File: config.mk
export PLATFORM = sky130hd
export DESIGN_NAME = cspmv_mac
export DESIGN_NICKNAME = d
export VERILOG_FILES = /design/src/rtl/core/cspmv_pkg.sv /design/src/rtl/core/cspmv_mac.sv
export SDC_FILE = /design/constraint.sdc
export NUM_CORES = 2
export LEC_CHECK = 0
export BUFFER_PORTS_ARGS = -buffer_cell sky130_fd_sc_hd__buf_2
export CAP_MARGIN = 20
export CORE_MARGIN = 1.5
export CORE_UTILIZATION = 33
export CTS_CLUSTER_SIZE = 30
export DETAILED_ROUTE_END_ITERATION = 6
export GPL_ROUTABILITY_DRIVEN = 1
export PLACE_DENSITY = 0.6
export SETUP_SLACK_MARGIN = 0.3
export SLEW_MARGIN = 10
export SYNTH_ARGS = -nofsm -noshare
export SYNTH_HDL_FRONTEND = slang
export SYNTH_SLANG_ARGS = --single-unit
File: constraint.sdc
create_clock -name clock -period 6.1 [get_ports clock]
set_input_delay 0 -clock clock [delete_from_list [all_inputs] [get_ports clock]]
set_output_delay 0 -clock clock [all_outputs]
set_load 0.01 [all_outputs]
File: src/rtl/core/cspmv_pkg.sv
`timescale 1ns / 1ps
`default_nettype none
// ----------------------------------------------------------------------------
// cspmv_pkg
// shared types and constants of the complex csr sparse matrix-vector multiplier
// ----------------------------------------------------------------------------
package cspmv_pkg;

   localparam int VALUE_BITS = 16;
   localparam int INDEX_BITS = 10;
   localparam int ROW_BITS   = 16;
   localparam int COUNT_BITS = 17;
   localparam int ACC_BITS   = 40;
   localparam int PROD_BITS  = 2 * VALUE_BITS;
   localparam int TERM_BITS  = PROD_BITS + 1;
   localparam int SUM_BITS   = ACC_BITS + 2;
   localparam int FIFO_DEPTH = 4;
   localparam int PTR_BITS   = $clog2(FIFO_DEPTH);
   localparam int CNT_BITS   = PTR_BITS + 1;

   typedef enum logic [1:0] {
      MODE_LOAD    = 2'd0,
      MODE_NONZERO = 2'd1,
      MODE_EMPTY   = 2'd2
   } mode_type;

   // item on its way from the vector store read to the multipliers
   typedef struct packed {
      logic                         valid;
      logic                         nonzero;
      logic                         close;
      logic                         in_range;
      logic signed [VALUE_BITS-1:0] re;
      logic signed [VALUE_BITS-1:0] im;
   } stage_type;

   typedef struct packed {
      logic signed [ACC_BITS-1:0] sum_imag;
      logic signed [ACC_BITS-1:0] sum_real;
      logic [ROW_BITS-1:0]        row_index;
      logic                       last_row;
   } result_type;

endpackage
`default_nettype wire

File: src/rtl/core/cspmv_mac.sv
`timescale 1ns / 1ps
`default_nettype none
// ----------------------------------------------------------------------------
// cspmv_mac
// complex multiply stage and saturating row accumulator with row counter
// ----------------------------------------------------------------------------
module cspmv_mac (
   input  wire                                   clock,
   input  wire                                   reset,
   input  cspmv_pkg::stage_type                  s1,
   input  wire  [2*cspmv_pkg::VALUE_BITS-1:0]    vec_data,
   input  wire  [cspmv_pkg::COUNT_BITS-1:0]      row_count,
   output logic                                  busy,
   output logic                                  res_valid,
   output cspmv_pkg::result_type                 res
);
   import cspmv_pkg::*;

   logic signed [VALUE_BITS-1:0] ar, ai, br, bi;
   logic signed [PROD_BITS-1:0]  rr_in, ii_in, ri_in, ir_in;
   logic signed [PROD_BITS-1:0]  rr_ff, ii_ff, ri_ff, ir_ff;
   logic                         v2_ff, nz2_ff, close2_ff;
   logic signed [TERM_BITS-1:0]  term_re, term_im;
   logic signed [SUM_BITS-1:0]   sum_re, sum_im;
   logic signed [ACC_BITS-1:0]   acc_re_ff, acc_im_ff, acc_re_in, acc_im_in;
   logic signed [ACC_BITS-1:0]   next_re, next_im;
   logic [ROW_BITS-1:0]          row_ff, row_in;
   logic                         last_row;

   function automatic logic signed [ACC_BITS-1:0] sat_acc(
      input logic signed [SUM_BITS-1:0] v
   );
      logic [SUM_BITS-ACC_BITS:0] top;
      logic signed [ACC_BITS-1:0] r;
      top = v[SUM_BITS-1:ACC_BITS-1];
      if ((&top) || !(|top)) begin
         r = v[ACC_BITS-1:0];
      end else if (v[SUM_BITS-1]) begin
         r = {1'b1, {(ACC_BITS-1){1'b0}}};
      end else begin
         r = {1'b0, {(ACC_BITS-1){1'b1}}};
      end
      return r;
   endfunction

   // stage 1: vector element from the store, four partial products
   assign ar = s1.re;
   assign ai = s1.im;
   // column outside the store reads as zero
   assign br = s1.in_range ? vec_data[VALUE_BITS-1:0] : '0;
   assign bi = s1.in_range ? vec_data[2*VALUE_BITS-1:VALUE_BITS] : '0;

   assign rr_in = ar * br;
   assign ii_in = ai * bi;
   assign ri_in = ar * bi;
   assign ir_in = ai * br;

   always_ff @(posedge clock) begin
      if (reset) begin
         v2_ff     <= 1'b0;
         nz2_ff    <= 1'b0;
         close2_ff <= 1'b0;
      end else begin
         v2_ff     <= s1.valid;
         nz2_ff    <= s1.nonzero;
         close2_ff <= s1.close;
      end
      rr_ff <= rr_in;
      ii_ff <= ii_in;
      ri_ff <= ri_in;
      ir_ff <= ir_in;
   end

   // stage 2: accumulate with saturation
   assign term_re = TERM_BITS'(rr_ff) - TERM_BITS'(ii_ff);
   assign term_im = TERM_BITS'(ri_ff) + TERM_BITS'(ir_ff);
   assign sum_re  = SUM_BITS'(acc_re_ff) + SUM_BITS'(term_re);
   assign sum_im  = SUM_BITS'(acc_im_ff) + SUM_BITS'(term_im);
   assign next_re = nz2_ff ? sat_acc(sum_re) : acc_re_ff;
   assign next_im = nz2_ff ? sat_acc(sum_im) : acc_im_ff;

   assign last_row  = (COUNT_BITS'(row_ff) + COUNT_BITS'(1)) == row_count;
   assign res_valid = v2_ff && close2_ff;

   always_comb begin
      res.sum_real  = next_re;
      res.sum_imag  = next_im;
      res.row_index = row_ff;
      res.last_row  = last_row;
   end

   always_comb begin
      acc_re_in = acc_re_ff;
      acc_im_in = acc_im_ff;
      row_in    = row_ff;
      if (v2_ff) begin
         acc_re_in = close2_ff ? '0 : next_re;
         acc_im_in = close2_ff ? '0 : next_im;
         if (close2_ff) begin
            row_in = last_row ? '0 : row_ff + ROW_BITS'(1);
         end
      end
   end

   always_ff @(posedge clock) begin
      if (reset) begin
         acc_re_ff <= '0;
         acc_im_ff <= '0;
         row_ff    <= '0;
      end else begin
         acc_re_ff <= acc_re_in;
         acc_im_ff <= acc_im_in;
         row_ff    <= row_in;
      end
   end

   assign busy = v2_ff;

endmodule
`default_nettype wire

== Word-level counts from Yosys, hierarchy flattened ==
Index checks and enable logic that the tools add are counted.

* Add/subtract/negate cells: 6
* $mul: 4
* Equal/unequal tests: 1
* Mux-type cells: 11
* Reductions and logical operators: 10

{| class="wikitable"
|+ Operator list
! operator !! count
|-
| two-way mux 40 bit || 8
|-
| multiplier 16 x 16 -> 32 bit || 4
|-
| adder 40 x 33 -> 41 bit || 2
|-
| two-way mux 16 bit || 3
|-
| adder 32 x 32 -> 33 bit || 1
|-
| subtractor 32 x 32 -> 33 bit || 1
|-
| adder 16 x 1 -> 17 bit, second input constant || 1
|-
| == test 17 bit || 1
|-
| adder 16 x 1 -> 16 bit, second input constant || 1
|-
| AND reduction 3 bit || 2
|-
| OR reduction 3 bit || 2
|-
| logical NOT 1 bit || 2
|-
| logical OR 1 bit || 2
|-
| AND reduction 2 bit || 1
|-
| logical AND 1 bit || 1
|}

* Register bits: 227
* Output and inout port bits: 99
* Word-level logic and storage cells: 42

== Logic depth before layout (Yosys ltp) ==
* Word-level depth: 8
* Mapped depth: 29
* Mapped depth without buffers: 27

== Least setup slack after synthesis ==
No wires, ideal clock.

* Path kind: input port to flip-flop
* From: input s1[32] (netlist bit)
* To: register ri_ff[30]
* Setup time: 72 ps
* Data arrival time: 6,506 ps
* Data required time: 6,028 ps
* Slack: -479 ps
* Cell stages on the path: 26
* Path buffers: 3
* Cell sequence: clkbuf_1 -> clkbuf_1 -> clkbuf_1 -> and3_1 -> fa_1 -> fa_1 -> inv_1 -> fa_1 -> inv_1 -> fa_1 -> fa_1 -> inv_1 -> fa_1 -> inv_1 -> ha_1 -> nand4_1 -> nor4_1 -> a211oi_1 -> o21ai_0 -> a2111oi_0 -> nor3b_1 -> o21a_1 -> o21ai_0 -> nand2b_1 -> a21oi_1 -> xnor2_1

* Longest elaborated chain between the ends: 2

{| class="wikitable"
|+ RTL lines
! item !! line !! source
|-
| start: declaration || cspmv_mac.sv:10 || <nowiki>input cspmv_pkg::stage_type s1,</nowiki>
|-
| two-way mux 16 bit || cspmv_mac.sv:51 || <nowiki>assign bi = s1.in_range ? vec_data[2*VALUE_BITS-1:VALUE_BITS] : '0;</nowiki>
|-
| multiplier 16 x 16 -> 32 bit || cspmv_mac.sv:55 || <nowiki>assign ri_in = ar * bi;</nowiki>
|-
| via ri_in[30] || cspmv_mac.sv:20 || <nowiki>logic signed [PROD_BITS-1:0] rr_in, ii_in, ri_in, ir_in;</nowiki>
|-
| end signal: assignment || cspmv_mac.sv:70 || <nowiki>ri_ff <= ri_in;</nowiki>
|-
| end: declaration || cspmv_mac.sv:21 || <nowiki>logic signed [PROD_BITS-1:0] rr_ff, ii_ff, ri_ff, ir_ff;</nowiki>
|}

The timed path passes the listed nets, and every way through them passes these cells.
A chain may end at the register's enable or synchronous reset.

== Worst setup path after layout ==
* From: input vec_data[1] (netlist bit)
* To: register ir_ff[31]

* Longest elaborated chain between the ends: 2

{| class="wikitable"
|+ RTL lines
! item !! line !! source
|-
| start: declaration || cspmv_mac.sv:11 || <nowiki>input wire [2*cspmv_pkg::VALUE_BITS-1:0] vec_data,</nowiki>
|-
| two-way mux 16 bit || cspmv_mac.sv:50 || <nowiki>assign br = s1.in_range ? vec_data[VALUE_BITS-1:0] : '0;</nowiki>
|-
| multiplier 16 x 16 -> 32 bit || cspmv_mac.sv:56 || <nowiki>assign ir_in = ai * br;</nowiki>
|-
| via ir_in[31] || cspmv_mac.sv:20 ||
|-
| end signal: assignment || cspmv_mac.sv:71 || <nowiki>ir_ff <= ir_in;</nowiki>
|-
| end: declaration || cspmv_mac.sv:21 ||
|}

The timed path passes the listed nets, and every way through them passes these cells.

==> reports/results.ini <==
[clock_tree]
clk_pin_slew_ns = 0.05
clock_latency_ns = 0.57
cts-root-buf = clkbuf_16
cts_buffers = 34
h-tree-depth = 2
cts_buffer_depth = 3
cts_tree = yes
clkSinkCount = 227

[layout]
num-nets-final = 8075
area_delta_synth_final_pct = 16.1
drive_above_1_share = 0.137
fin_cells = 8644
post-route-cell-area_um2 = 62000
n_fill_cell = 16200

[worst_setup_path]
r2r_cells = 16
crit_fanout = 9
critical_path_class = primary input to flop
critPathCaptureType = flop
critical_path_required_ns = 6.53
start_kind = primary input
slowest_delay_ns = 0.52
crit_top_cell = fa_1
cp.arrival_ns = 6.07
crit_slowest_cell = fa_1

[sta]
hold_viol_final = 0
rsz0062_at_grt = true
slew_violations = 0
max-slew-margin-rel = 0.407
min_period_over_period = 0.924
fmax_ghz = 0.177
setup_slack_ns = 0.465
worstMarginPinSlew_ns = 0.886
setup_violations = 0
post-route-min-period_ns = 5.63
whs_ns = 0.0847
skew_ns = 0.0214

[logic_synthesis]
synth_compound_area_frac = 0.0901
yosys_warnings = 0
seq_area_frac_synth = 0.0851
async_reset_ff_frac = 0
avgSynthCellArea_um2 = 8.88
synth_commonest_cells = 1325 x inv_1, 1129 x fa_1, 608 x nand2_1
synthFlopType = dfxtp_1
muxShareOfSynthArea = 0.00482
synth_top_area_cell = fa_1
yosysMostFrequentCell = inv_1
synth-simple-area-share = 0.144
ys_ff_latch = 227
syn_area_um2 = 53400
syn_inst = 6016
synth_top_family_by_area = adder cells
synthXorXnorAreaFrac = 0.0397
synth.distinct_cells = 74
synthTopCellsByArea = fa_1 42%, ha_1 9.6%, inv_1 9.3%, dfxtp_1 8.5%, and3_1 6.0%
syn_nets = 7641
synth_adder_area_share = 0.520
netlist.area_leader.share = 0.423
synth-edff-count = 0

[floorplan]
ios = 186
design.die.area_um2 = 164000
fp-row-count = 147
die_y_um = 405
die_w_um = 405
floorplan.initialDensity = 0.333
core_area_um2 = 161000

[global_routing]
grt_overflow = 0
antenna_found_initial = 22
grt.total_usage = 0.204
grt_pass1_wl_um = 258000
grt_pass1_vias = 44900
grt_max_degree = 70

[routing]
wl_um = 166000
wl_per_cell_um = 19.2
drt_iter0_markers = 2762
drc = 1
via_count = 43000
antenna_left = 0
vias_per_cell = 4.97
first_pass_iters = 7

[flow_run]
drv_cap = 0

[placement]
placed_cell_area_um2 = 60400
place_congestion = 0.909
dp.cells = 8559
hpwl_um = 140000
pre_cts_slack_ns = -0.537
io_buffers = 185

[status]
failed_checks = design-rule violations
status = complete, but fails checks

[worst_hold_path]
min_path_cells = 3
hp-class = primary input to flop

final cells by class:
type	count	area, um2	share of cell area
Multi-Input combinational cell	4143	42900	0.692
Timing Repair Buffer	718	5590	0.0901
Inverter	1326	4980	0.0803
Sequential cell	227	4550	0.0733
Tap cell	2160	2700	0.0436
Clock buffer	43	967	0.0156
Clock inverter	19	270	0.00436
Antenna cell	8	20.0	0.000323
routing by layer:
metal,global-route usage,wire [um]
met2,0.335,77600
met4,0.0607,5000
met5,0,58
met3,0.0271,10700
met1,0.278,72300
final timing paths:
check,from,to,slack [ns]
max,vec_data[1],ir_ff[31],0.47
min,s1[16],rr_ff[0],0.08
max reg2reg,rr_ff[1],acc_re_ff[1],0.99
min reg2reg,acc_re_ff[23],acc_re_ff[23],0.45
cell usage in the layout (no fill, tap or decap), drive strengths merged, types with 180 or more instances in the layout:
cell,synthesis,final
o21ai,199,199
buf,17,703
dfxtp,227,227
inv,1325,1328
a21oi,219,219
xnor2,180,180
and3,513,513
nor2,201,201
nand2,608,608
fa,1129,1129
ha,409,409
logic make-up after synthesis:
logic type / Yosys count
adder cells (fa/ha/maj): 1544
AO/OA/AOI/OAI: 774
flip-flops: 227
AND/OR/NAND/NOR: 1560
XOR/XNOR: 242
buffers and inverters: 1646
multiplexers: 23
stage by stage:
stage,TNS [ns],util
6_report,0,0.386
5_1_grt,0,0.386
4_1_cts,0,0.384
3_5_place_dp,-8.33,0.376
3_3_place_gp,-6.13,0.376
2_1_floorplan,0,-
critical path, delay by kind of cell:
family                     cells  cell delay (ns)
and+or+nand+nor                6             0.86
AOI/OAI and AO/OA              6             1.10
adders and majority gates      7             3.31
xor gates and xnor gates       1             0.11
buffers and inverters          7             0.67
flip-flops by register name, indices dropped and copies added, names as in the netlist:
name	flops
acc_im_ff	40
acc_re_ff	40
busy	1
close2_ff	1
ii_ff	32
ir_ff	32
nz2_ff	1
ri_ff	32
row_ff	16
rr_ff	32
timing repair:
action                                 in CTS  in global routing
resized for setup                           9                 59
buffers inserted                            0                  7
cloned                                      0                  2
endpoints found under the hold margin      20                  0
hold buffers                                6                  0
setup endpoints to repair                  14                 68
pin swaps                                   1                 15
Power is left out: the tool's default activity adds up to more than one toggle a clock period on the data nets, which glitch-free logic cannot reach.
