**config.mk**
```make
export PLATFORM = sky130hd
export DESIGN_NAME = cspmv_fifo
export DESIGN_NICKNAME = d
export VERILOG_FILES = /design/src/rtl/core/cspmv_pkg.sv /design/src/rtl/core/cspmv_fifo.sv
export SDC_FILE = /design/constraint.sdc
export NUM_CORES = 1
export LEC_CHECK = 0
export BUFFER_PORTS_ARGS = -buffer_cell sky130_fd_sc_hd__buf_2
export CAP_MARGIN = 20
export CORE_MARGIN = 10
export CORE_UTILIZATION = 57
export DETAILED_ROUTE_END_ITERATION = 10
export PLACE_DENSITY = 0.79
export SLEW_MARGIN = 40
export SYNTH_ARGS = -nofsm -noshare
export SYNTH_HDL_FRONTEND = slang
export SYNTH_SLANG_ARGS = --single-unit
```
**constraint.sdc**
```tcl
create_clock -name clock -period 4.64 [get_ports clock]
set_input_delay 0.928 -clock clock [delete_from_list [all_inputs] [get_ports clock]]
set_output_delay 0.928 -clock clock [all_outputs]
set_load 0.05 [all_outputs]
```
**src/rtl/core/cspmv_pkg.sv**
```systemverilog
`timescale 1ns / 1ps
`default_nettype none
// ----------------------------------------------------------------------------
// cspmv_pkg
// shared types and constants of the complex csr sparse matrix-vector multiplier
// ----------------------------------------------------------------------------
package cspmv_pkg;

   localparam int VALUE_BITS = 16;
   localparam int INDEX_BITS = 10;
   localparam int ROW_BITS   = 16;
   localparam int COUNT_BITS = 17;
   localparam int ACC_BITS   = 40;
   localparam int PROD_BITS  = 2 * VALUE_BITS;
   localparam int TERM_BITS  = PROD_BITS + 1;
   localparam int SUM_BITS   = ACC_BITS + 2;
   localparam int FIFO_DEPTH = 4;
   localparam int PTR_BITS   = $clog2(FIFO_DEPTH);
   localparam int CNT_BITS   = PTR_BITS + 1;

   typedef enum logic [1:0] {
      MODE_LOAD    = 2'd0,
      MODE_NONZERO = 2'd1,
      MODE_EMPTY   = 2'd2
   } mode_type;

   // item on its way from the vector store read to the multipliers
   typedef struct packed {
      logic                         valid;
      logic                         nonzero;
      logic                         close;
      logic                         in_range;
      logic signed [VALUE_BITS-1:0] re;
      logic signed [VALUE_BITS-1:0] im;
   } stage_type;

   typedef struct packed {
      logic signed [ACC_BITS-1:0] sum_imag;
      logic signed [ACC_BITS-1:0] sum_real;
      logic [ROW_BITS-1:0]        row_index;
      logic                       last_row;
   } result_type;

endpackage
`default_nettype wire

```
**src/rtl/core/cspmv_fifo.sv**
```systemverilog
`timescale 1ns / 1ps
`default_nettype none
// ----------------------------------------------------------------------------
// cspmv_fifo
// small result queue decoupling the accumulator from the result channel
// ----------------------------------------------------------------------------
module cspmv_fifo (
   input  wire                              clock,
   input  wire                              reset,
   input  wire                              push,
   input  cspmv_pkg::result_type            push_data,
   input  wire                              pop,
   output logic                             head_valid,
   output cspmv_pkg::result_type            head_data,
   output logic [cspmv_pkg::CNT_BITS-1:0]   count
);
   import cspmv_pkg::*;

   result_type          mem_ff [FIFO_DEPTH];
   logic [PTR_BITS-1:0] wr_ff, rd_ff;
   logic [CNT_BITS-1:0] count_ff;
   logic                do_pop;

   assign head_valid = count_ff != '0;
   assign head_data  = mem_ff[rd_ff];
   assign do_pop     = pop && head_valid;
   assign count      = count_ff;

   always_ff @(posedge clock) begin
      if (push) begin
         mem_ff[wr_ff] <= push_data;
      end
   end

   always_ff @(posedge clock) begin
      if (reset) begin
         wr_ff    <= '0;
         rd_ff    <= '0;
         count_ff <= '0;
      end else begin
         if (push) begin
            wr_ff <= wr_ff + PTR_BITS'(1);
         end
         if (do_pop) begin
            rd_ff <= rd_ff + PTR_BITS'(1);
         end
         count_ff <= count_ff + CNT_BITS'(push) - CNT_BITS'(do_pop);
      end
   end

endmodule
`default_nettype wire

```
After elaboration in Yosys (flattened, before gate mapping)
Memory sizes are Yosys's and may differ from the RTL's. A register that Yosys moved wholly into a read port is not among the register bits.
Cells that the tools add are included.
Widths: inputs -> output; s select.
{ "classes": {"n_addsub": 4, "mux": 4, "reduce_logical": 2} }
{ "op_table": {"columns": ["op", "count"], "rows": [
  ["$add 2x1->2 const B", 2],
  ["$mux 2", 2],
  ["$add 3x1->3", 1],
  ["$reduce_bool 3->1", 1],
  ["$sub 3x1->3", 1],
  ["$mux 1", 2],
  ["$logic_and 1x1->1", 1]
]} }
{ "word_totals": {"regBits": 7, "ram_bits": 388, "in_bits": 101, "output_inout_bits": 101, "wordCells": 14, "n_memories": 1} }
{ "memory_table": {"columns": ["name", "words", "word_bits", "read_ports", "rd_clocked_by_memory_dff", "write_ports", "line_no", "source"], "rows": [
  ["mem_ff", 4, 97, 1, 1, 1, "cspmv_fifo.sv:19", "result_type mem_ff [FIFO_DEPTH];"]
]} }

Logic depth before layout (Yosys ltp)
Gate-level depths: netlist (run 1).
{ "logic_depth": {"ltp_word": 4, "mapped_depth": 7, "ltp_nobuf": 7} }

Worst setup path after synthesis (run 1)
OpenSTA, ideal clock, no wires.
{ "synth_timing": {"kind": "input to register", "startpoint": "input push", "endpoint": "memory mem_ff[0][0] (netlist name) (enable)", "arrival_time_ns": 3.170, "slack_ns": 1.004, "path_stages": 1, "n_path_buf": 0, "path_cell_list": "and2_1"} }
{ "synth_via": {"elab_chain_len": 2} }
{ "synth_lines": {"columns": ["item", "line_no", "source"], "rows": [
  ["start: declaration", "cspmv_fifo.sv:10", "input wire push,"],
  ["$mux 1", "cspmv_fifo.sv:30", "if (push) begin"],
  ["$mux 1 (not written as such)", "cspmv_fifo.sv:31", "mem_ff[wr_ff] <= push_data;"],
  ["end: declaration", "cspmv_fifo.sv:19", null]
]} }
No other way between the ends.

==> results of run 1 <==
-- sequential cells by signal, indices dropped and copies added (netlist names), named ones only --
signal / flops
mem_ff: 388
rd_ff: 2
count: 3
wr_ff: 2
-- metrics by stage --
stage | setup slack (ps) | total power [uW] | util, % | cells
6_report | 1160 | 9776 | 68.92 | 1152
5_1_grt | 962.2 | 10120 | 68.89 | 1149
4_1_cts | 1069 | 9886 | 68.89 | 1149
3_5_place_dp | 1618 | 6750 | 63.70 | 1078
3_3_place_gp | 1658 | 6679 | 63.30 | 1073
2_1_floorplan | 1004 | 6199 | - | 552
-- routing by layer --
metal	up-vias	global-route usage [%]	wire [microns]
met5	-	0	34
met4	4	5.671	628
met3	45	4.570	2165
met2	218	30.20	14780
met1	3424	21.91	10590
li1	2852	-	-
-- worst max path at each step --
stage          cells after the start                endpoint  slack [ps]  start
2_1_floorplan                      1  mem_ff[0][0]$_DFFE_PP_        1000   push
3_3_place_gp                       3           head_data[47]        1660   flop
3_5_place_dp                       3           head_data[47]        1620   flop
4_1_cts                            3           head_data[47]        1070   flop
5_1_grt                            3           head_data[36]         960   flop
6_report                           3           head_data[36]        1160   flop
-- cell families (layout without fill, tap and decap cells) --
kind of cell    after synthesis  after routing
fa+ha+maj                     7              7
flops                       397            397
mux                         101            101
xor+xnor                      2              2
compound gates                2              2
buf+inv                      29            296
simple gates                 14             14
other cells                   0              3
-- cells in the mapped netlist, drive strengths merged --
cell type,count
or3,1
edfxtp,388
buf,16
fa,1
ha,6
xor3,1
clkbuf,7
and2,4
mux2,3
mux2i,1
nor2b,4
inv,6
o311ai,1
mux4,97
dfxtp,9
xnor2,1
o31a,1
nor2,5
-- tightest hold or removal path: stages, from the launching register on --
cell	delay, ps
dfxtp_1	340
mux2i_1	130
nor2_1	50
-- area by class of cell --
class                   count  area, sq um
flip-flops and latches    397        11840
fillers                  1531         7782
multi-input cells         126         2459
repair buffers            219         1216
clock buffers              49         1066
well taps                 330        412.9
clock inverters            22        231.5
inverters                   6        22.52
diodes                      3        7.507
-- power by group --
part           leakage [uW]  switching [uW]  internal [uW]
Sequential          0.00364             120           4130
Combinational       0.00157            1620            762
Clock              0.000625            1230           1910
==> key figures, run 1 <==
Run status
  • Status: finished, final reports clean

Die
  • Area of the core: between 20000 and 30000 sq um
  • Die area: about 32000 sq um
  • Starting Density: between 50% and 60%
  • Die X: 179.2 microns
  • FP Rows: between 50 and 60
  • I/O pin total: 202
  • Die Y: roughly 180 microns

Layout
  • Layout cells sized above 1: 46.40%
  • Most frequent cells in the layout: edfxtp_1, buf_2, mux4_2
  • Nets: roughly 900
  • Layout area overhead: 19.36%
  • Design area: 17250 sq um
  • Commonest non-fill, non-tap cell in the layout: edfxtp_1

STA
  • Final setup viols: 0
  • Achievable Freq: around 290 MHz
  • Max Slew Vio Count: 0
  • Worst Clk Skew: 9.754 ps
  • Hold Slack: 573.5 ps
  • Max_slew headroom: 61.88%
  • Final cycle utilization of the critical path: 75.00%
  • Worst-margin pin slew: 571.8 ps
  • Setup TNS: 0 ps
  • Unrepaired setup endpoints after global routing: false
  • Fin. Hold Viols: 0
  • Final min period: approximately 3500 ps

Clock tree
  • Reg clk slew, reported paths: 60 ps
  • TritonCTS Sinks: slightly below 400
  • Post-CTS setup repair buffer count: 0
  • Worst-Skew Late Latency: 510 ps
  • CTS Buf Count: 40
  • Post-CTS resize count: 0
  • Cts-stage hold buffer count: 0
  • Clock Tree Buf Depth: 3
  • Clk root buf: clkbuf_16
  • CTS tree: built
  • H-tree depth: 2

Routing
  • Vias per inst: roughly 5.7
  • Initial drt markers: 532
  • DRT antenna net count: 0
  • WL/cell: 24.47 microns
  • Vias: 6543
  • DRC: 0
  • Pre-antenna DRT Iters: 4
  • DRT Wirelength: 28190 microns

Synth
  • Seq/Total Area, Yosys: 81.85%
  • Largest family of logic cells by synthesized area: multiplexers
  • Ranking of synthesized cells by area: edfxtp_1, mux4_2, dfxtp_1
  • Adder-Cell Fraction of Synth Area: 0.6578%
  • Post-Synth Simple-Gate Area: 0.5193%
  • Synthesized instance count: 552
  • Area share of the largest cell type after synthesis: between 80% and 90%
  • Synth Area in XOR/XNOR: 0.2250%
  • Mux contribution to synthesized area: 15.42%
  • Avg Synthesized Cell Area: 26.19 sq um
  • Synth Area in Compound Gates: less than 1%
  • Syn. warnings: 0
  • Synthesis-stage register bit count: 397
  • Mapped Nets: 660
  • Synth unique cells: 20
  • Synth Cell Area: 14460 sq um
  • Cell taking the most area after synthesis: edfxtp_1

Place
  • I/O Buffers: 201
  • Placement-stage cell area: ~16000 sq um
  • DP Wirelength: 18560 microns
  • Final RePlAce weighted congestion: approximately 0.75

Power and ir drop
  • Maximum vdd ir drop: about 0.5 mV
  • Leak: about 0.0058 uW
  • Power per cell area: 566.6 nW/um^2

Worst setup path
  • Cell family with most CP delay: buffers and inverters
  • Worst R2R Path Depth: 7
  • CP Buf/Inv Count: 2
  • R2R Path Start: count[1]$_SDFF_PP0_
  • Crit path launch type: flop
  • FF-to-FF End: count[2]$_SDFF_PP0_
  • Largest stage delay on the critical path: around 710 ps
  • Register-to-register setup slack: 2630 ps
  • Crit path capture type: output pin
  • Max FO, Critical Path: 26
  • CP required: 3710 ps
  • Crit path cell chain: buf_4, mux4_2, buf_2
  • CP max stage cell: dfxtp_4
  • CP arrival: 2550 ps
  • Crit Path Category: flop to output pin

Hold path
  • Hold_sp: wr_ff[1]$_SDFFE_PP0P_
  • Min-Delay Endpoint: wr_ff[1]$_SDFFE_PP0P_
  • Hold Path Class: flop to flop
  • WHS Path Cells: 2

Global route
  • Grt ovf: 0
  • Vias in the first global route: 7082
  • Initial antenna violation count: 4
  • GRT Overall Usage: 17.74%
  • Global-route wire length before repair: 42580 microns
  • Largest net degree at the start of global routing: 41

Flow run
  • Max-cap violations: 0
Note: power is estimated with default switching activity, not from simulation.
==> run 2, diff against run 1 <==
--- a/config.mk
+++ b/config.mk
@@ -8,9 +8,9 @@
 export BUFFER_PORTS_ARGS = -buffer_cell sky130_fd_sc_hd__buf_2
 export CAP_MARGIN = 20
 export CORE_MARGIN = 10
-export CORE_UTILIZATION = 57
+export CORE_UTILIZATION = 51
 export DETAILED_ROUTE_END_ITERATION = 10
-export PLACE_DENSITY = 0.79
+export PLACE_DENSITY = 0.75
 export SLEW_MARGIN = 40
 export SYNTH_ARGS = -nofsm -noshare
 export SYNTH_HDL_FRONTEND = slang
==> constraint.sdc (replaced) <==
create_clock -name clock -period 2.9 [get_ports clock]
set_input_delay 0.58 -clock clock [delete_from_list [all_inputs] [get_ports clock]]
set_output_delay 0.58 -clock clock [all_outputs]
set_load 0.05 [all_outputs]
==> key figures, run 2 (synthesized netlist as in run 1, its figures left out) <==
Clock tree
  • H-tree depth: 2 (unchanged)
  • Reg clk slew, reported paths: 60 ps (about the same)
  • CTS Buf Count: 40 (unchanged)
  • Worst-Skew Late Latency: 520 ps (about the same)
  • Clk root buf: clkbuf_16
  • Clock Tree Buf Depth: 3 (unchanged)
  • TritonCTS Sinks: 397 (unchanged)
  • Post-CTS setup repair buffer count: 0 (unchanged)
  • Cts-stage hold buffer count: 0 (unchanged)
  • CTS tree: built
  • Post-CTS resize count: 0 (unchanged)

Worst setup path
  • Crit path launch type: flop
  • Max FO, Critical Path: 55 (+110%)
  • CP arrival: 2160 ps (-390 ps)
  • Largest stage delay on the critical path: 590 ps (-120 ps)
  • Cell family with most CP delay: multiplexers
  • CP max stage cell: mux4_2
  • CP required: 2320 ps (-1390 ps)
  • Crit path cell chain: buf_12, mux4_2, buf_2
  • Crit Path Category: flop to output pin
  • CP Buf/Inv Count: 2 (unchanged)
  • Crit path capture type: output pin

Run status
  • Status: finished, final reports clean

STA
  • Fin. Hold Viols: 0 (unchanged)
  • Achievable Freq: 364.8 MHz
  • Worst Clk Skew: 9.769 ps (+0.01521 ps)
  • Final min period: 2741 ps
  • Max Slew Vio Count: 0 (unchanged)
  • Setup TNS: 0 ps (unchanged)
  • Final setup margin: 159.0 ps (-1001 ps)
  • Final cycle utilization of the critical path: between 90% and 100%
  • Unrepaired setup endpoints after global routing: false
  • Max_slew headroom: 56.16% (-5.7 points)
  • Worst-margin pin slew: 657.6 ps (+85.74 ps)
  • Final setup viols: 0 (unchanged)

Die
  • Area of the core: 27860 sq um (+11%)
  • I/O pin total: 202 (unchanged)
  • Die Y: 188.4 microns (+5.1%)
  • Die X: 188.4 microns (+5.1%)
  • Die area: 35480 sq um (+10%)
  • Starting Density: 51.89% (-5.8 points)
  • FP Rows: 61 (+5.2%)

Layout
  • Non-Filler Instances: 1194 (+3.6%)
  • Max reg flops: 388 (unchanged)
  • Fillcell total: 1889 (+23%)
  • Layout cells sized above 1: 46.74% (+0.34 points)
  • Top reg by flops: mem_ff
  • Most frequent cells in the layout: edfxtp_1, buf_2, mux4_2
  • Nets: 890 (-0.89%)
  • Layout area overhead: 19.97%
  • Commonest non-fill, non-tap cell in the layout: edfxtp_1

Routing
  • Pre-antenna DRT Iters: 4 (unchanged)
  • Vias per inst: 5.514 (-2.9%)
  • DRT Wirelength: 27960 microns (-0.82%)
  • DRT antenna net count: 0 (unchanged)
  • Initial drt markers: 483 (-9.2%)
  • WL/cell: 23.42 microns (-4.3%)
  • DRC: 0 (unchanged)
  • Vias: 6584 (+0.63%)

Power and ir drop
  • Part of the power in registers: 42.8% (-0.7 points)
  • Cell Int Power: 10930 uW (+61%)
  • Power per cell area: 907.2 nW/um^2 (+60%)
  • Clock power share: 32.6% (+0.5 points)
  • Leak: 0.005831 uW (about the same)
  • Switch share: 30.50% (+0.081 points)
  • Maximum vdd ir drop: 0.6672 mV (+37%)
  • Combinational fraction of design power: 24.6% (+0.2 points)
  • Switching pwr: 4799 uW (+61%)

Global route
  • Largest net degree at the start of global routing: 98 (+140%)
  • Initial antenna violation count: 6 (+2)
  • Grt ovf: 0 (unchanged)
  • Vias in the first global route: 7227 (+2.0%)
  • Global-route wire length before repair: 43540 microns (+2.3%)
  • GRT Overall Usage: 15.78% (-2.0 points)

Place
  • Placed Instances: 1118 (+3.7%)
  • DP Wirelength: 16850 microns (-9.2%)
  • I/O Buffers: 201 (unchanged)
  • Post-placement worst setup slack: 668.1 ps (-950.2 ps)
  • Final RePlAce weighted congestion: 0.7299 (-2.1%)

Flow run
  • Max-cap violations: 0 (unchanged)

Hold path
  • Hold Path Class: input port to flop
-- run 2: cell count changes in the layout (fill, tap and decap cells not counted) --
cell and change:
buf_4 -12, clkbuf_1 -1, clkinv_2 +4, buf_12 +4, clkinv_1 -5, clkinv_4 +1
inv_6 +2, clkbuf_8 +1
-- run 2: metrics by stage --
step / util, % / cell area, sq um / power (uW) / hold slack [ps]
after global routing: 62.24 / 17340 / 16340 / 250.5
after detailed placement: 57.43 / 16000 / 10800 / 554.2
after global placement: 57.43 / 16000 / 10730 / 526.8
final: 62.25 / 17340 / 15730 / 270.0
after floorplan: - / 14460 / 9906 / 513.6
after CTS: 62.22 / 17330 / 15930 / 249.0
-- run 2: layout make-up --
cell class                 instances  area, sq um  share of cell area [%]
antenna                            3        7.507                 0.04329
inverter                           6        22.52                  0.1299
clock inverter                    24        259.0                   1.494
multi-input combinational        126         2459                   14.18
timing repair buffer             211         1206                   6.955
sequential                       397        11840                   68.27
clock buffer                      49         1076                   6.205
tap                              378        473.0                   2.727
-- run 2: power by group through the flow --
stage          logic [uW]  registers (uW)  clock network, uW
4_1_cts              3950            6740               5230
3_5_place_dp         3940            6860                  0
6_report             3870            6740               5120
2_1_floorplan        3050            6850                  0
3_3_place_gp         3900            6830                  0
5_1_grt              4080            6770               5500
-- run 2: layer usage --
| layer | up-vias | routed length, microns | track usage [%] |
|---|---|---|---|
| li1 | 2841 | - | - |
| met1 | 3436 | 11590 | 20.57 |
| met2 | 265 | 13540 | 25.31 |
| met3 | 40 | 2306 | 5.041 |
| met4 | 2 | 519 | 4.182 |
| met5 | - | 8 | 0 |
-- run 2: final timing paths --
path / endpoint / cells after the start / startpoint / slack [ps]
worst min register to register: wr_ff[0]$_SDFFE_PP0P_ / 2 / wr_ff[0]$_SDFFE_PP0P_ / 560
worst max register to register: count[2]$_SDFF_PP0_ / 7 / count[1]$_SDFF_PP0_ / 890
worst min-delay path: mem_ff[1][82]$_DFFE_PP_ / 1 / push_data[82] / 270
worst max-delay path: head_data[49] / 3 / flop / 160
